===== src/rtl/cccf_pkg.sv =====
// ----------------------------------------------------------------------------
// cccf_pkg
// Shared constants and the gain table function for the chunk crossfade block.
// ----------------------------------------------------------------------------
package cccf_pkg;

   typedef longint unsigned wide_type;

   localparam int DEF_MAX_FADE    = 1024;
   localparam int DEF_PHASE_BITS  = 10;
   localparam int DEF_SAMPLE_BITS = 16;

   localparam int CSR_W       = 11;
   localparam int CHUNK_LEN_W = 16;
   localparam int GAIN_W      = 17;
   localparam int GAIN_FRAC   = 15;

   // bit positions inside req_tuser
   localparam int USER_KIND  = 0;
   localparam int USER_FIRST = 1;
   localparam int USER_W     = 2;

   // k * pi/2 in Q30 before scaling by the phase resolution
   localparam wide_type HALF_PI_Q30 = 64'd1686629713;

   // quarter-wave sine gain, Q1.15, from an odd Taylor series up to x^13
   function automatic logic [GAIN_W-1:0] gain_value(input int unsigned k,
                                                    input int unsigned phase_bits);
      wide_type x;
      wide_type term;
      longint   sum;
      x    = (wide_type'(k) * HALF_PI_Q30) >> phase_bits;
      term = x;
      sum  = longint'(x);
      for (int j = 1; j <= 6; j++) begin
         term = (((term * x) >> 30) * x) >> 30;
         case (j)
            1: begin
               term = term / 6;
            end
            2: begin
               term = term / 20;
            end
            3: begin
               term = term / 42;
            end
            4: begin
               term = term / 72;
            end
            5: begin
               term = term / 110;
            end
            default: begin
               term = term / 156;
            end
         endcase
         if (j[0]) begin
            sum = sum - longint'(term);
         end else begin
            sum = sum + longint'(term);
         end
      end
      if (sum < 0) begin
         sum = 0;
      end
      if (sum > (64'sd1 <<< 30)) begin
         sum = 64'sd1 <<< 30;
      end
      return GAIN_W'((sum + 64'sd16384) >>> 15);
   endfunction

endpackage


===== src/rtl/cccf_blend.sv =====
// ----------------------------------------------------------------------------
// cccf_blend
// Equal-power mix held*cos + new*sin on one shared multiplier, with rounding
// and saturation.
// ----------------------------------------------------------------------------
module cccf_blend import cccf_pkg::*; #(
   parameter  int SAMPLE_BITS = DEF_SAMPLE_BITS,
   localparam int PROD_W      = SAMPLE_BITS + GAIN_W + 1,
   localparam int SUM_W       = PROD_W + 1,
   localparam int RES_W       = SUM_W - GAIN_FRAC
) (
   input  logic                          clock,
   input  logic                          reset,
   input  logic                          start,
   input  logic signed [SAMPLE_BITS-1:0] held,
   input  logic signed [SAMPLE_BITS-1:0] incoming,
   input  logic        [GAIN_W-1:0]      gain_cos,
   input  logic        [GAIN_W-1:0]      gain_sin,
   output logic                          done,
   output logic signed [SAMPLE_BITS-1:0] result
);

   localparam logic signed [SUM_W-1:0] ROUND_BIAS = SUM_W'(1) << (GAIN_FRAC - 1);
   localparam logic signed [SAMPLE_BITS-1:0] SAT_HI = {1'b0, {(SAMPLE_BITS-1){1'b1}}};
   localparam logic signed [SAMPLE_BITS-1:0] SAT_LO = {1'b1, {(SAMPLE_BITS-1){1'b0}}};

   logic [2:0]                    phase_ff, phase_in;
   logic                          done_ff, done_in;
   logic signed [PROD_W-1:0]      prod_a_ff, prod_b_ff, prod;
   logic signed [SAMPLE_BITS-1:0] result_ff, result_in;
   logic signed [SAMPLE_BITS-1:0] mul_x;
   logic signed [GAIN_W:0]        mul_g;
   logic signed [SUM_W-1:0]       sum;
   logic signed [RES_W-1:0]       scaled;
   logic [RES_W-SAMPLE_BITS:0]    upper;

   // first step multiplies the held tail, second the new sample
   always_comb begin
      mul_x = phase_ff[0] ? held : incoming;
      mul_g = phase_ff[0] ? $signed({1'b0, gain_cos}) : $signed({1'b0, gain_sin});
      prod  = mul_x * mul_g;
   end

   always_comb begin
      sum    = SUM_W'(prod_a_ff) + SUM_W'(prod_b_ff) + ROUND_BIAS;
      scaled = sum[SUM_W-1:GAIN_FRAC];
      upper  = scaled[RES_W-1:SAMPLE_BITS-1];
      if (&upper || ~|upper) begin
         result_in = scaled[SAMPLE_BITS-1:0];
      end else if (scaled[RES_W-1]) begin
         result_in = SAT_LO;
      end else begin
         result_in = SAT_HI;
      end
      phase_in = {phase_ff[1:0], start};
      done_in  = phase_ff[2];
   end

   always_ff @(posedge clock) begin
      if (reset) begin
         phase_ff <= '0;
         done_ff  <= 1'b0;
      end else begin
         phase_ff <= phase_in;
         done_ff  <= done_in;
      end
   end

   always_ff @(posedge clock) begin
      if (phase_ff[0]) begin
         prod_a_ff <= prod;
      end
      if (phase_ff[1]) begin
         prod_b_ff <= prod;
      end
      if (phase_ff[2]) begin
         result_ff <= result_in;
      end
   end

   assign done   = done_ff;
   assign result = result_ff;

endmodule


===== config.mk =====
export PLATFORM = sky130hd
export DESIGN_NAME = cccf_blend
export DESIGN_NICKNAME = d
export VERILOG_FILES = /design/src/rtl/cccf_pkg.sv /design/src/rtl/cccf_blend.sv
export SDC_FILE = /design/constraint.sdc
export NUM_CORES = 1
export LEC_CHECK = 0
export CAP_MARGIN = 20
export CORE_MARGIN = 2
export CORE_UTILIZATION = 30
export DETAILED_ROUTE_END_ITERATION = 8
export DONT_BUFFER_PORTS = 1
export HOLD_SLACK_MARGIN = 0.12
export SYNTH_ARGS = -nofsm -noshare
export SYNTH_HDL_FRONTEND = slang
export SYNTH_SLANG_ARGS = --single-unit

===== constraint.sdc =====
create_clock -name clock -period 16.4 [get_ports clock]
set_input_delay 1.64 -clock clock [delete_from_list [all_inputs] [get_ports clock]]
set_output_delay 1.64 -clock clock [all_outputs]
set_load 0.05 [all_outputs]

# Word-level counts from Yosys, hierarchy flattened
# Index checks and enable logic that the tools add are counted.
word_totals:
  reg_bits: 88
  input_bits: 69
  out_inout_bits: 17
  wordCells: 16
op_classes:
  addsub: 2
  mul: 1
  muxes: 4
  n_reduce_logical: 4
op_table:
  columns: ["operator", "count"]
  rows:
  - ["$mux W16", 3]
  - ["$add A34 B34 Y35", 1]
  - ["$add A35 B16 Y35 const B", 1]
  - ["$mul A16 B18 Y34", 1]
  - ["$mux W17", 1]
  - ["$reduce_and A5 Y1", 1]
  - ["$reduce_or A5 Y1", 1]
  - ["$logic_not A1 Y1", 1]
  - ["$logic_or A1 B1 Y1", 1]

# Depth between registers and ports, before layout
logic_depth:
  word_depth: 6
  ltp_mapped: 28
  depth_no_buf: 25

# Worst setup path after synthesis
# OpenSTA, ideal clock, no wires.
synth_timing:
  kind: "reg2reg"
  from: "reg phase_ff[0]"
  to: "reg prod_a_ff[32], data pin"
  setup_ns: 0.289
  t_arrival_ns: 8.090
  required_ns: 16.111
  setup_slack_ns: 8.021
  stages_incl_launch_ff: 26
  path_buffers: 3
  synth_period_minus_slack_ns: 8.379
  cell_sequence: "dfxtp_1 clkbuf_1 clkbuf_1 buf_1 mux2i_1 nor2_1 fa_1 inv_1 fa_1 fa_1 fa_1 inv_1 fa_1 inv_1 fa_1 inv_1 ha_1 a21o_1 a21o_1 a21o_1 a41o_1 a221o_1 a41oi_2 o21ai_0 o31ai_1 o311ai_0"
synth_between:
  elab_chain_cells: 2
  elab_cells_between_ends: 3
  classes_between: "mul: 1; mux: 2"
synth_rtl:
  columns: ["element", "line_no", "source"]
  rows:
  - ["start: declaration", "cccf_blend.sv:27", "logic [2:0] phase_ff, phase_in;"]
  - ["start signal: assignment", "cccf_blend.sv:64", "phase_ff <= phase_in;"]
  - ["$mux W16 / $mux W17 (equally long branches)", "cccf_blend.sv:39, cccf_blend.sv:40", null]
  - ["$mul A16 B18 Y34 *", "cccf_blend.sv:41", "prod = mul_x * mul_g;"]
  - ["via prod[32]", "cccf_blend.sv:29", "logic signed [PROD_W-1:0] prod_a_ff, prod_b_ff, prod;"]
  - ["end signal: assignment", "cccf_blend.sv:71", "prod_a_ff <= prod;"]
  - ["end: declaration", "cccf_blend.sv:29", null]
# The timed path passes the listed nets; every way through them passes the cells marked *.
# A chain may end at the register's enable or synchronous reset.

# Worst setup path in the final report
# Same ends and word-level chain as after synthesis.

==> qor.yml <==
die_area_um2: 47970
met2_usage_pct: 23.01
critPathMaxFanout: 56
r2r_start: "phase_ff[0]$_SDFF_PP0_"
dp_hpwl_um: 28340
grt_pass1_vias: 9942
die_y_um: 219.0
fp.coreArea_um2: 45480
vias: 9696
worstHoldStart: "phase_ff[1]$_SDFF_PP0_"
regArea_um2: 2606
rows: 78
diodes: 0
min_path_cells: 1
wl_per_cell_um: 16.74
crit_path_end_kind: "flop"
crit_family: "adder cells"
cp-start-kind: "flop"
synth_cell_types: 63
synth_top_area_share_pct: 30.02
post_synth_most_frequent_cells: "inv_1, fa_1, ha_1"
postSynthAreaPerCell_um2: 9.922
clkTransAtPathRegs_ns: 0.07
r2r_setup_slack_ns: 7.70
drc_errors: 0
synthArstFlopShare_pct: 0
slowest_stage: "mux2i_1"
worst_r2r_endpoint: "prod_a_ff[32]$_DFFE_PP_"
arrival_ns: 8.81
busiest_layer: "met2"
worstHoldEndpoint: "phase_ff[2]$_SDFF_PP0_"
insertion_delay_ns: 0.34
drive_above_1_share_pct: 5.732
path_buf_inv: 5
syn_area_um2: 13870
post_cts_buffers: 0
synth_area_leaders: "fa_1, edfxtp_1, ha_1, inv_1, nor2_1"
area_delta_synth_final_pct: 8.272
worstPathCellList: "buf_4, mux2i_1, nor2_1, fa_1, inv_1, fa_1, fa_1, fa_1, inv_1, fa_1, inv_1, fa_1, inv_1, ha_1, a21o_1, a21o_1, a21o_1, a41o_1, a221o_1, a41oi_2, o21ai_0, o31ai_1, nand3_1, o311ai_0"
yosysTopAreaCell: "fa_1"
grt-ovfl-total: 0
fmax_mhz: 114.9
grt_pass1_wl_um: 54170
finalCritPeriodShare_pct: 53.06
worst_pin_slew_ns: 1.112
synth_most_common_cell: "inv_1"
port_buffers: 0
maxCapViolCount: 0
max_slew_margin_pct: 23.75
hold_buffers: 0
gp_congestion: 0.9058
wirelength_um: 33690
initial_core_util_pct: 30.50
multi_input_area_um2: 10190
numCtsBuffers: 9
cpMostUsedCell: "fa_1"
r2r_cells: 24
ys_seq_area_share_pct: 18.76
dr.pass1.iters: 8
synth-main-ff-cell: "edfxtp_1"
cts_resized: 0
die_x_um: 219.0
drtIter0Drc: 583
status: "finished clean"
critPathKind: "flop to flop"
synth_nets: 1864
grt_max_degree: 57
io_pins: 86
clockBufferDepth: 2
fin_skew_ns: 0.01093
yosysWarnings: 0
grt_util_met3_pct: 2.079
vias_per_cell: 4.817
final_hold_viol_count: 0
cts.sinks: 88
postRouteAntennaNets: 0
postLayoutCoreUtil_pct: 33.02
nets: 1874
slew_viol_final: 0
nFillCells: 4740
rsz0062_at_grt: "no"
hp-class: "flop to flop"
grt.total_usage_pct: 14.39
finalSetupTns_ns: 0
antenna_found_initial: 0
synth_seq_cells: 88
htreeDepth: 3
synth_edf_count: 84
fin_crit_ns: 8.702
slowest_delay_ns: 0.91
cts_root_buf: "clkbuf_16"
required_ns: 16.51
met1_usage_pct: 20.56
postSynthCellCount: 1398
cts_tree: "yes"
setup_viol: 0
[routing by layer]
metal / wire [um] / up-vias
met3: 2290 / 42
met2: 15080 / 354
met1: 15740 / 4765
li1: - / 4535
met5: 0 / -
met4: 585 / 0
[cell type report]
cell class,count,area share (%)
multi-input cells,1025,67.87
flip-flops and latches,88,17.35
inverters,264,6.598
well taps,600,4.999
clock buffers,9,1.500
repair buffers,20,0.9997
clock inverters,7,0.6748
[sequential cells by signal, indices dropped and copies added, names as in the netlist]
register,flops
phase_ff,3
result,16
prod_a_ff,34
prod_b_ff,34
done,1
[layout by cell type (no fill, tap or decap), types with 5 or more instances in the layout]
| cell type | instances |
|---|---|
| inv_1 | 263 |
| fa_1 | 208 |
| ha_1 | 189 |
| nor2_1 | 155 |
| nand2_1 | 144 |
| edfxtp_1 | 84 |
| a21oi_1 | 36 |
| mux2i_1 | 33 |
| xnor2_1 | 32 |
| a21o_1 | 31 |
| o21ai_0 | 31 |
| mux2_2 | 27 |
| buf_4 | 20 |
| xor2_1 | 15 |
| nand2b_1 | 12 |
| clkbuf_16 | 9 |
| nand3_1 | 8 |
| and2_1 | 8 |
| nand4_1 | 7 |
| nor2b_1 | 7 |
| or2_2 | 6 |
| o21bai_1 | 6 |
| nor3_1 | 6 |
| a221o_1 | 5 |
[through the flow]
step | hold WS (ns) | area (um2) | std cells | setup slack (ns)
floorplan | 0.6901 | 13870 | 1398 | 8.021
global placement | 0.4513 | 14680 | 1996 | 7.791
detailed placement | 0.4620 | 14680 | 1996 | 7.685
CTS | 0.4730 | 15010 | 2012 | 7.675
global route | 0.4870 | 15020 | 2013 | 7.166
finish | 0.4704 | 15020 | 2013 | 7.698
[worst max-delay path by stage]
stage	from	endpoint	slack, ns	cells past startpoint
after CTS	phase_ff[0]$_SDFF_PP0_	prod_a_ff[32]$_DFFE_PP_	7.67	24
final	phase_ff[0]$_SDFF_PP0_	prod_a_ff[32]$_DFFE_PP_	7.70	24
after detailed placement	phase_ff[0]$_SDFF_PP0_	prod_a_ff[32]$_DFFE_PP_	7.69	24
after global routing	phase_ff[0]$_SDFF_PP0_	prod_b_ff[32]$_DFFE_PP_	7.17	24
after floorplan	phase_ff[0]$_SDFF_PP0_	prod_a_ff[32]$_DFFE_PP_	8.02	25
after global placement	phase_ff[0]$_SDFF_PP0_	prod_a_ff[32]$_DFFE_PP_	7.79	23
[cells by family after synthesis]
| kind of cell | after synthesis | synth area share, % |
|---|---|---|
| adders and majority gates | 397 | 47.07 |
| and+or+nand+nor | 367 | 11.13 |
| buffers and inverters | 285 | 7.776 |
| AOI/OAI and AO/OA | 153 | 7.649 |
| DFF | 88 | 18.76 |
| muxes | 61 | 4.646 |
| xor gates and xnor gates | 47 | 2.968 |
[worst reg2reg max path: cells and delay by family (launching register included)]
family	cells	cell delay, ns
fa+ha+maj	7	3.32
compound gates	9	2.17
buf+inv	5	0.88
mux	1	0.97
flops	1	0.86
simple gates	2	0.29
Power is not shown: default switching activity piles up to over one toggle a cycle in this logic, so the estimate is an artifact.
