[config.mk]
export PLATFORM = sky130hd
export DESIGN_NAME = cccf_phase_div
export DESIGN_NICKNAME = d
export VERILOG_FILES = /design/src/rtl/cccf_pkg.sv /design/src/rtl/cccf_phase_div.sv
export SDC_FILE = /design/constraint.sdc
export NUM_CORES = 1
export LEC_CHECK = 0
export ABC_AREA = 1
export BUFFER_PORTS_ARGS = -buffer_cell sky130_fd_sc_hd__buf_2
export CAP_MARGIN = 20
export CORE_MARGIN = 8
export CORE_UTILIZATION = 60
export DETAILED_ROUTE_END_ITERATION = 8
export PLACE_DENSITY_LB_ADDON = 0.3
export SKIP_LAST_GASP = 1
export SYNTH_ARGS = -nofsm -noshare
export SYNTH_HDL_FRONTEND = slang
export SYNTH_SLANG_ARGS = --single-unit
export TNS_END_PERCENT = 10
[constraint.sdc]
create_clock -name clock -period 2.8 [get_ports clock]
set_clock_uncertainty 0.05 [all_clocks]
set_input_delay 0.56 -clock clock [delete_from_list [all_inputs] [get_ports clock]]
set_output_delay 0.56 -clock clock [all_outputs]
set_load 0.1 [all_outputs]
[src/rtl/cccf_pkg.sv]
// ----------------------------------------------------------------------------
// cccf_pkg
// Shared constants and the gain table function for the chunk crossfade block.
// ----------------------------------------------------------------------------
package cccf_pkg;

   typedef longint unsigned wide_type;

   localparam int DEF_MAX_FADE    = 1024;
   localparam int DEF_PHASE_BITS  = 10;
   localparam int DEF_SAMPLE_BITS = 16;

   localparam int CSR_W       = 11;
   localparam int CHUNK_LEN_W = 16;
   localparam int GAIN_W      = 17;
   localparam int GAIN_FRAC   = 15;

   // bit positions inside req_tuser
   localparam int USER_KIND  = 0;
   localparam int USER_FIRST = 1;
   localparam int USER_W     = 2;

   // k * pi/2 in Q30 before scaling by the phase resolution
   localparam wide_type HALF_PI_Q30 = 64'd1686629713;

   // quarter-wave sine gain, Q1.15, from an odd Taylor series up to x^13
   function automatic logic [GAIN_W-1:0] gain_value(input int unsigned k,
                                                    input int unsigned phase_bits);
      wide_type x;
      wide_type term;
      longint   sum;
      x    = (wide_type'(k) * HALF_PI_Q30) >> phase_bits;
      term = x;
      sum  = longint'(x);
      for (int j = 1; j <= 6; j++) begin
         term = (((term * x) >> 30) * x) >> 30;
         case (j)
            1: begin
               term = term / 6;
            end
            2: begin
               term = term / 20;
            end
            3: begin
               term = term / 42;
            end
            4: begin
               term = term / 72;
            end
            5: begin
               term = term / 110;
            end
            default: begin
               term = term / 156;
            end
         endcase
         if (j[0]) begin
            sum = sum - longint'(term);
         end else begin
            sum = sum + longint'(term);
         end
      end
      if (sum < 0) begin
         sum = 0;
      end
      if (sum > (64'sd1 <<< 30)) begin
         sum = 64'sd1 <<< 30;
      end
      return GAIN_W'((sum + 64'sd16384) >>> 15);
   endfunction

endpackage

[src/rtl/cccf_phase_div.sv]
// ----------------------------------------------------------------------------
// cccf_phase_div
// Bit-serial divider giving the phase index pos * 2^PHASE_BITS / fade.
// ----------------------------------------------------------------------------
module cccf_phase_div import cccf_pkg::*; #(
   parameter  int MAX_FADE   = DEF_MAX_FADE,
   parameter  int PHASE_BITS = DEF_PHASE_BITS,
   localparam int CNT_W      = $clog2(MAX_FADE + 1),
   localparam int CW         = $clog2(PHASE_BITS + 1)
) (
   input  logic                  clock,
   input  logic                  reset,
   input  logic                  start,
   input  logic [CNT_W-1:0]      numer,
   input  logic [CNT_W-1:0]      denom,
   output logic                  busy,
   output logic [PHASE_BITS-1:0] quot
);

   logic [CNT_W-1:0]      rem_ff, rem_in;
   logic [CNT_W-1:0]      den_ff, den_in;
   logic [PHASE_BITS-1:0] quot_ff, quot_in;
   logic [CW-1:0]         count_ff, count_in;
   logic [CNT_W:0]        rem2;
   logic                  take;

   // numer < denom, so exactly PHASE_BITS quotient bits come out
   always_comb begin
      rem2     = {rem_ff, 1'b0};
      take     = rem2 >= {1'b0, den_ff};
      rem_in   = rem_ff;
      den_in   = den_ff;
      quot_in  = quot_ff;
      count_in = count_ff;
      if (start) begin
         rem_in   = numer;
         den_in   = denom;
         quot_in  = '0;
         count_in = CW'(PHASE_BITS);
      end else if (count_ff != '0) begin
         rem_in   = take ? CNT_W'(rem2 - {1'b0, den_ff}) : CNT_W'(rem2);
         quot_in  = {quot_ff[PHASE_BITS-2:0], take};
         count_in = count_ff - CW'(1);
      end
   end

   always_ff @(posedge clock) begin
      if (reset) begin
         count_ff <= '0;
      end else begin
         count_ff <= count_in;
      end
   end

   always_ff @(posedge clock) begin
      rem_ff  <= rem_in;
      den_ff  <= den_in;
      quot_ff <= quot_in;
   end

   assign busy = count_ff != '0;
   assign quot = quot_ff;

endmodule

# Word level (Yosys, flattened, before mapping)
# Cells that the tools add are included.
[totals]
register_bits = 36
out_inout_bits = 11
[op_classes]
add_sub_neg = 2
order_cmp = 1
n_mux = 5
n_reduce_logical = 3
[ops]
columns = ["operator", "n"]
rows = [
  ["$mux 11", 3],
  ["$ge 12x11->1", 1],
  ["$sub 11x11->11", 1],
  ["$mux 4", 2],
  ["$reduce_bool 4->1", 1],
  ["$sub 4x1->4 const B", 1],
  ["$reduce_bool 2->1", 1],
  ["$reduce_or 2->1", 1],
]

# Logic depth before layout (Yosys ltp)
# Gate-level depths: netlist of run 1.
[depth]
depth_word = 4
ltp_mapped = 12
ltp_nobuf = 12

# Worst setup path before layout of run 1
# OpenSTA, ideal clock, no wires.
[synth_timing]
kind = "register to register"
from = "reg rem_ff[0]"
to = "reg rem_ff[4], data pin"
setup_ps = 254
arrival_ps = 1638
setup_slack_ps = 859
path_stages_with_launch = 9
n_path_buf = 1
synth_period_minus_slack_ps = 1941
cell_sequence = "edfxtp_1 -> fa_1 -> nand3_1 -> nand3_1 -> nand2_4 -> nand3_4 -> buf_12 -> nor2_2 -> o21ai_2"
[synth_via]
elab_chain_len = 4
word_cells_on_any_way = 5
classes_between = "1 x add/sub; 1 x order compare; 3 x mux"
[synth_rtl]
columns = ["item", "line_no", "source"]
rows = [
  ["start: declaration", "cccf_phase_div.sv:20", "logic [CNT_W-1:0] rem_ff, rem_in;"],
  ["start signal: assignment", "cccf_phase_div.sv:56", "rem_ff <= rem_in;"],
  ["$sub 11x11->11 or $ge 12x11->1 (tied branches)", "cccf_phase_div.sv:41, cccf_phase_div.sv:30", ""],
  ["$mux 11 (*)", "cccf_phase_div.sv:41", "rem_in = take ? CNT_W'(rem2 - {1'b0, den_ff}) : CNT_W'(rem2);"],
  ["$mux 11 (*)", "cccf_phase_div.sv:40", "end else if (count_ff != '0) begin"],
  ["$mux 11 (*)", "cccf_phase_div.sv:35", "if (start) begin"],
  ["via rem_in[4]", "cccf_phase_div.sv:20", ""],
]
# Mark *: on every way through the listed nets, which the timed path passes. The rest lies on a longest branch. The select of a mux whose other input is x is not followed.
# A chain may end at the register's enable or synchronous reset.

# Worst setup path after layout of run 1
[layout_timing]
from = "reg den_ff[0]"
to = "reg rem_ff[1], data pin"
[layout_via]
elab_chain_len = 4
word_cells_on_any_way = 5
classes_between = "1 x add/sub; 1 x order compare; 3 x mux"
[layout_rtl]
columns = ["item", "line_no", "source"]
rows = [
  ["start: declaration", "cccf_phase_div.sv:21", "logic [CNT_W-1:0] den_ff, den_in;"],
  ["start signal: assignment", "cccf_phase_div.sv:57", "den_ff <= den_in;"],
  ["$sub 11x11->11 or $ge 12x11->1 (tied branches)", "cccf_phase_div.sv:41, cccf_phase_div.sv:30", ""],
  ["$mux 11 (*)", "cccf_phase_div.sv:41", ""],
  ["$mux 11 (*)", "cccf_phase_div.sv:40", ""],
  ["$mux 11 (*)", "cccf_phase_div.sv:35", ""],
  ["via rem_in[1]", "cccf_phase_div.sv:20", ""],
]
# Marked as above.

==> impl_results.md, run 1 <==
* Status: completed
* Hold Path Stages at 1
* Measured slew at the worst slew-check pin at 807 ps
* Die width at 76.4 um
* 1st-iter DRT viols at 145
* R2R setup slack at 680 ps
* # resized after CTS at 0
* Final setup vio count at 0
* Cell mode on critical path: nand3_1
* MaxCap Viol Count at 0
* CTS tree: built
* Worst setup SP type: flip-flop
* Worst Min Path Start: denom[4]
* Routability cong. at 0.926
* CTS Buf Count at 5
* Wirelength per Cell at 12.9 um
* Post-CTS Setup Inserts at 0
* Clock latency on the worst-skew pair at 330 ps
* Post-synthesis instance area at 2190 um^2
* Area Overhead vs Synth at 11.8%
* Final count of pins violating max slew at 0
* Clock sink total at 36
* Hold Buf Count CTS at 0
* Number of synthesized register bits at 36
* Worst path top cell family by delay: simple AND/OR/NAND/NOR gates
* Die Height at 76.4 um
* Syn_nets at 312
* HP Class: in -> reg
* Fillers at 315
* Final hold vios at 0
* CP arrival at 2160 ps
* Pre-CTS setup slack at 678 ps
* Hold Path End: den_ff[4]
* Worst-path cell chain: inv_1 -> fa_1 -> nand3_1 -> nand3_1 -> nand2_4 -> nand3_4 -> nor2_1 -> o21ai_0
* Vias per std cell at 5.20
* CTS H-tree depth at 2
* RSZ-0062 raised after global routing: no
* Die Area at 5840 um^2
* Total Nets Final at 352
* # diodes at 0
* Synth cell types at 31
* Critical Path RT at 2840 ps
* Final min period at 2120 ps
* Synth warnings at 0
* Leakage power at 1.28 nW
* Cells after Synth at 275
* Initial antenna violation count at 0
* I/O Buffers at 35
* Sequential area share after synthesis at 43.0%
* Syn_area_per_cell at 7.96 um^2
* Hpwl dp at 3580 um
* Antenna Nets Post-Route at 0
* Fraction of layout cells with a size suffix above 1 at 19.9%
* CP peak stage delay at 470 ps
* Placed cells at 356
* Largest net degree at the start of global routing at 24
* Row count at 22
* Peak VDD IR at 0.576 mV
* Final Cycle Share at 75.7%
* First-pass GRT wire length at 8070 um
* Crit path kind: reg -> reg
* Critical path buffer and inverter count at 1
* Initial core utilization at 61.2%
* Vias in the first global route at 1940
* Multi-input logic area at 977 um^2
* RR Startpoint: den_ff[0]
* Non-filler cells, final at 364
* Total routed wirelength at 4690 um
* Total grt overflow at 0
* CP Max Fanout at 15
* Pwr Density at 770 nW/um^2
* Ports at 36
* Worst slew margin at 46.1%
* Clk slew on worst S/H paths at 100 ps
* Critical R2R Capture: rem_ff[1]
* Max Clk Rate at 0.472 GHz
* Max clock buf depth at 2
* Core box area at 3580 um^2
* Post-route DRC at 0
* Register Area at 941 um^2
* Setup ws final at 681 ps
* Setup_tns at 0 ps
* All-Layer GR Usage at 16.5%
* Slowest-stage cell, CP: fa_1
* DRT Pass-1 Iters at 4
* Vias at 1894
* Critical Path End Type: flip-flop
* Worst Reg2Reg Path Length in Cells at 8
* Root Driver: clkbuf_4
[metrics by stage]
step	util (%)	cell area (um^2)	hold WS (ps)	total power, mW
after floorplan	-	2190	388	1.48
after global placement	67.0	2400	411	1.60
after detailed placement	67.0	2400	415	1.63
after CTS	68.4	2450	336	1.89
after global routing	68.4	2450	319	2.04
final	68.4	2450	351	1.88
[kinds of logic after synthesis]
kind of cell	count (synthesis)	synth area share (%)
and+or+nand+nor	135	29.5
DFF	36	43.0
AOI/OAI and AO/OA	24	6.74
adders and majority gates	12	7.20
buffers and inverters	65	12.4
xor gates and xnor gates	3	1.20
[area by class of cell]
class	count	share of cell area, %
timing repair buffer	37	7.77
sequential	36	38.4
tap	48	2.45
multi-input combinational	174	39.9
clock inverter	1	0.204
inverter	61	9.36
clock buffer	7	1.84
[routing by layer]
layer / share of wire (%) / vias up / GRT usage, %
li1: - / 956 / -
met1: 40 / 883 / 17.9
met2: 52 / 48 / 29.9
met3: 6.4 / 7 / 4.36
met4: 1.5 / 0 / 6.35
met5: 0 / - / 0
[layout by cell type, fill, tap and decap left out]
| cell type | count |
|---|---|
| nand2_1 | 78 |
| inv_1 | 57 |
| buf_2 | 35 |
| edfxtp_1 | 22 |
| nand3_1 | 19 |
| dfxtp_1 | 14 |
| nor2_1 | 11 |
| ha_1 | 11 |
| nand4_1 | 9 |
| o22ai_1 | 8 |
| o21ai_0 | 7 |
| a21oi_1 | 6 |
| nand3_2 | 6 |
| clkbuf_4 | 5 |
| nand2_2 | 4 |
| clkinv_1 | 2 |
| inv_2 | 2 |
| nor2_2 | 2 |
| nand2_4 | 2 |
| xnor2_1 | 2 |
| clkbuf_1 | 2 |
| buf_4 | 2 |
| nor2_4 | 1 |
| or2_1 | 1 |
| a21oi_4 | 1 |
| nand3_4 | 1 |
| o21ai_2 | 1 |
| xor2_1 | 1 |
| nor3_1 | 1 |
| a211oi_1 | 1 |
| fa_1 | 1 |
| clkinv_2 | 1 |
[flip-flops by register name (all words and copies together), names as in the netlist]
register / flops
quot: 10
rem_ff: 11
den_ff: 11
count_ff: 4
[worst reg2reg max path: stages, from the launching register on]
cell and delay [ps]:
edfxtp_1 380, inv_1 110, fa_1 470, nand3_1 130, nand3_1 130, nand2_4 140, nand3_4 220, nor2_1 160
o21ai_0 90
[Yosys cell counts (all sizes together)]
master	n	area, um^2
o21ai	8	43.8
or2	1	6.26
ha	11	138
buf	2	25.0
edfxtp	22	661
clkinv	2	7.51
o22ai	8	50.1
nor3	1	5.00
fa	1	20.0
a21oi	7	46.3
nand2	84	340
a211oi	1	7.51
nand4	9	56.3
xnor2	2	17.5
xor2	1	8.76
nor2	14	65.1
nand3	26	173
dfxtp	14	280
clkbuf	2	17.5
inv	59	221
[how the worst max path moves through the flow]
stage                         start         to  slack [ps]  cells after the start
after CTS                 rem_ff[0]  rem_ff[1]         670                      7
after detailed placement  rem_ff[0]  rem_ff[3]         680                      7
final                     den_ff[0]  rem_ff[1]         680                      8
after floorplan           rem_ff[0]  rem_ff[4]         860                      8
after global placement    rem_ff[0]  rem_ff[1]         770                      7
after global routing      rem_ff[0]  rem_ff[1]         520                      7
[report_power, final]
| part | internal (mW) | total (mW) | leakage (nW) | switching [mW] |
|---|---|---|---|---|
| Clock | 0.0979 | 0.257 | 0.0293 | 0.159 |
| Combinational | 0.313 | 0.921 | 0.917 | 0.609 |
| Sequential | 0.661 | 0.707 | 0.337 | 0.0460 |
| Total | 1.07 | 1.88 | 1.28 | 0.813 |
(Power assumes the default switching activity.)
==> inputs of run 2 (changes only) <==
Settings changed: CORE_UTILIZATION 60 to 56.
Clock period 2.8 ns to 2.2 ns, I/O delays scaled along.
==> run 2 against run 1 <==
Net effect: sequential share of layout area fell by 1.4 points; first-iteration DRC count is 4.1% higher; cell area grew 3.9%; combinational power rose by 34%; global-route usage shrank 1.1 points; critical endpoint is now rem_ff[2]; largest power group unchanged; highest routed layer unchanged.
==> impl_results.md, run 2 (synthesis results as in run 1) <==
* Status: completed
* Placed cells at 359
* Multi-input logic area at 987 um^2
* CTS tree: built
* Worst Reg2Reg Path Length in Cells at 8
* Antenna Nets Post-Route at 0
* HP Class: in -> reg
* Post-route DRC at 0
* Cell mode on critical path: nand3_1
* Most frequent cells in the layout: nand2_1 (78), inv_1 (57), buf_2 (35), edfxtp_1 (22), nand3_1 (19)
* RSZ-0062 raised after global routing: no
* CP arrival at 2140 ps
* Global-route met2 utilization at 26.8%
* Row count at 22
* Worst setup SP type: flip-flop
* Worst path top cell family by delay: simple AND/OR/NAND/NOR gates
* Final Cycle Share at 92.2%
* Max clock buf depth at 2
* Peak VDD IR at 0.587 mV
* # diodes at 0
* # resized after CTS at 0
* Slowest-stage cell, CP: fa_1
* Root Driver: clkbuf_8
* Initial antenna violation count at 0
* Vias in the first global route at 1885
* Setup_tns at 0 ps
* Critical Path RT at 2310 ps
* Final min period at 2030 ps
* Fillers at 329
* Critical Path End Type: flip-flop
* GR Layer Usage met3 at 4.78%
* Final count of pins violating max slew at 0
* Top Usage Layer GRT: met2
* Max Clk Rate at 0.493 GHz
* CP Max Fanout at 9
* Register Area at 941 um^2
* First-pass GRT wire length at 7680 um
* Measured slew at the worst slew-check pin at 495 ps
* Total grt overflow at 0
* Clock latency on the worst-skew pair at 290 ps
* Non-filler cells, final at 369
* MaxCap Viol Count at 0
* Die Height at 78.5 um
* Hold Path Stages at 1
* Ports at 36
* Pwr Density at 1030 nW/um^2
* Leakage power at 1.33 nW
* Worst-path cell chain: fa_1 -> nand3_1 -> nand3_1 -> nand2_4 -> nand3_2 -> nand2_2 -> nand3_1 -> nand2_1
* Die width at 78.5 um
* CP peak stage delay at 490 ps
* I/O Buffers at 35
* Commonest non-fill, non-tap cell in the layout: nand2_1
* Hpwl dp at 3580 um
* Wirelength per Cell at 12.6 um
* Routability cong. at 0.925
* CTS H-tree depth at 2
* Initial core utilization at 58.9%
* CTS Buf Count at 5
* Final hold vios at 0
* Vias at 1873
* Hold Buf Count CTS at 0
* Clock sink total at 36
* Critical path buffer and inverter count at 0
* Tot Pwr at 2.61 mW
* Worst slew margin at 67.2%
* Fraction of layout cells with a size suffix above 1 at 21.5%
* Vias per std cell at 5.08
* GR Util met1 at 16.9%
* CP Depth at 8
* All-Layer GR Usage at 15.5%
* Die Area at 6170 um^2
* DRT Pass-1 Iters at 5
* Clk slew on worst S/H paths at 70 ps
* 1st-iter DRT viols at 151
* Total routed wirelength at 4670 um
* Crit path kind: reg -> reg
* Core box area at 3720 um^2
* Total Nets Final at 357
* Area Overhead vs Synth at 16.1%
* Largest net degree at the start of global routing at 24
* Final setup vio count at 0
[run 2: cell count changes in the layout (fill, tap and decap cells not counted), sizes merged]
cell,previous run,this run
nand3,26,27
buf,37,41
inv,59,60
clkinv,3,2
[run 2: final cells by class]
type / count / area share [%]
clock buffer: 7 / 3.40
clock inverter: 1 / 0.246
inverter: 61 / 9.01
multi-input combinational: 175 / 38.8
sequential: 36 / 37.0
tap: 48 / 2.36
timing repair buffer: 41 / 9.15
[run 2: path summary, 6_finish.rpt]
path | startpoint | end | slack, ps
worst min register to register | count_ff[3] | count_ff[3] | 430
worst min-delay path | denom[7] | den_ff[7] | 270
worst max register to register | rem_ff[0] | rem_ff[2] | 170
worst max-delay path | rem_ff[0] | rem_ff[2] | 170
[run 2: through the flow]
stage / setup WS [ps] / area (um^2) / util [%] / hold WS (ps)
floorplan: 259 / 2190 / - / 388
global route: 30.7 / 2540 / 68.4 / 263
CTS: 90.7 / 2520 / 67.9 / 264
finish: 172 / 2540 / 68.4 / 272
detailed placement: 86.0 / 2430 / 65.5 / 417
global placement: 184 / 2430 / 65.5 / 413
[run 2: timing repair]
item                                    CTS  global route
hold endpoints to repair                  0             0
buffers inserted                          0             1
endpoints found under the setup margin    0             3
[run 2: layer usage]
| layer | part of all wire [%] | wire length [um] |
|---|---|---|
| met5 | 0 | 0 |
| met4 | 1.5 | 72 |
| met3 | 7.6 | 356 |
| met2 | 48 | 2240 |
| met1 | 43 | 2000 |
[run 2: report_power, final]
group	internal, mW	switching (mW)
Clock	0.255	0.235
Combinational	0.437	0.788
Sequential	0.841	0.0542
Total	1.53	1.08
==> inputs of run 3 (changes only) <==
Settings changed: SETUP_SLACK_MARGIN from default to 0.5.
==> run 3 against run 2 <==
Net effect: total power up 15%; count of clock-buffer cells in the layout is 1 lower; critical path depth rose by 1; largest power group unchanged; clock power fell by 3%; first-iteration DRC count is 48% higher.
==> impl_results.md, run 3 (synthesis results as in run 1) <==
* Worst-path cell chain: fa_2 -> buf_4 -> buf_4 -> nand3_2 -> nand3_1 -> nand2_1 -> nand3_2 -> nand2_1 -> nand2_1
* Total routed wirelength at 5870 um
* Final min period at 1940 ps
* CP arrival at 1940 ps
* Clock sink total at 36
* Hold Slack at 266 ps
* CTS tree: built
* Sw power at 1.29 mW
* Placed cells at 358
* 1st-iter DRT viols at 224
* Crit path kind: reg -> reg
* Fraction of layout cells with a size suffix above 1 at 31.9%
* Status: completed
* DRT Pass-1 Iters at 5
* Non-filler cells, final at 383
* Worst path top cell family by delay: flip-flops
* Largest net degree at the start of global routing at 24
* HP Class: in -> reg
* Slowest-stage cell, CP: edfxtp_1
* Net Sw Frac at 43.0%
* Vias at 2042
* Cell mode on critical path: nand2_1
* Die Area at 6170 um^2
* Total Nets Final at 371
* I/O Buffers at 35
* RSZ-0062 raised after global routing: yes
* Vias per std cell at 5.33
* Wirelength per Cell at 15.3 um
* Final count of pins violating max slew at 0
* Tot Pwr at 3.00 mW
* Peak VDD IR at 0.597 mV
* CP Max Fanout at 3
* Row count at 22
* Max Clk Rate at 0.516 GHz
* Clock network power share at 15.9%
* Ports at 36
* Setup ws final at 263 ps
* Max clock buf depth at 2
* CTS Buf Count at 5
* Hpwl dp at 3690 um
* Clk slew on worst S/H paths at 80 ps
* Commonest non-fill, non-tap cell in the layout: nand2_1
* Seq pwr share at 30.8%
* Final hold vios at 0
* Measured slew at the worst slew-check pin at 499 ps
* CP peak stage delay at 480 ps
* Antenna Nets Post-Route at 0
* Worst slew margin at 67.0%
* Die width at 78.5 um
* Routability cong. at 0.881
* Total grt overflow at 0
* Final setup vio count at 0
* Multi-input logic area at 1190 um^2
* Fillers at 254
* # diodes at 0
* Leakage power at 1.40 nW
* Critical Path End Type: flip-flop
* Register Area at 941 um^2
* All-Layer GR Usage at 18.6%
* Post-route DRC at 0
* Critical Path RT at 2200 ps
* Area Overhead vs Synth at 29.7%
* Worst setup SP type: flip-flop
* Core box area at 3720 um^2
* Initial antenna violation count at 0
* Initial core utilization at 58.9%
* Pre-CTS setup slack at 143 ps
* CTS H-tree depth at 2
* Root Driver: clkbuf_8
* Vias in the first global route at 2058
* Final Cycle Share at 88.0%
* Pwr Density at 1060 nW/um^2
* MaxCap Viol Count at 0
* Die Height at 78.5 um
* First-pass GRT wire length at 9210 um
* Clock latency on the worst-skew pair at 290 ps
* Most frequent cells in the layout: nand2_1 (77), inv_1 (54), buf_2 (34), edfxtp_1 (22), buf_4 (19)
* Comb pwr share at 53.4%
* Critical path buffer and inverter count at 2
* Setup_tns at 0 ps
* Int Pwr at 1.71 mW
-- run 3: path summary, 6_finish.rpt --
kind         slack, ps        start  depth (start not counted)          end
max                260    rem_ff[0]                          9   rem_ff[10]
min                270     denom[7]                          1    den_ff[7]
max reg2reg        260    rem_ff[0]                          9   rem_ff[10]
min reg2reg        430  count_ff[0]                          1  count_ff[0]
-- run 3: layout make-up --
cell class	instances	area share, %
clock inverters	2	0.529
well taps	48	2.12
clock buffers	6	2.56
inverters	61	8.07
flip-flops and latches	36	33.1
repair buffers	54	11.7
multi-input cells	176	41.9
-- run 3: timing repair --
action                     CTS  global route
hold buffers                 0             0
resized for setup           16             7
cloned                       2             0
setup endpoints to repair   13            13
pin swaps                   17             7
setup buffers               11             4
-- run 3: routing by layer --
metal	part of all wire (%)	GRT usage, %
met5	0	0
met1	39	20.0
met4	1.9	6.85
met3	7.1	5.47
met2	52	33.6
-- run 3: per-stage QoR --
step / utilization, % / instance area [um^2]
floorplan: - / 2260
global placement: 66.8 / 2480
detailed placement: 66.8 / 2480
CTS: 74.9 / 2780
global route: 76.4 / 2840
finish: 76.4 / 2840
-- run 3: power groups by stage --
stage | clock, mW | sequential (mW) | combinational [mW]
final | 0.476 | 0.924 | 1.60
after global routing | 0.505 | 0.935 | 1.73
after CTS | 0.482 | 0.921 | 1.46
after detailed placement | 0 | 0.925 | 1.24
after global placement | 0 | 0.920 | 1.21
after floorplan | 0 | 0.982 | 0.963
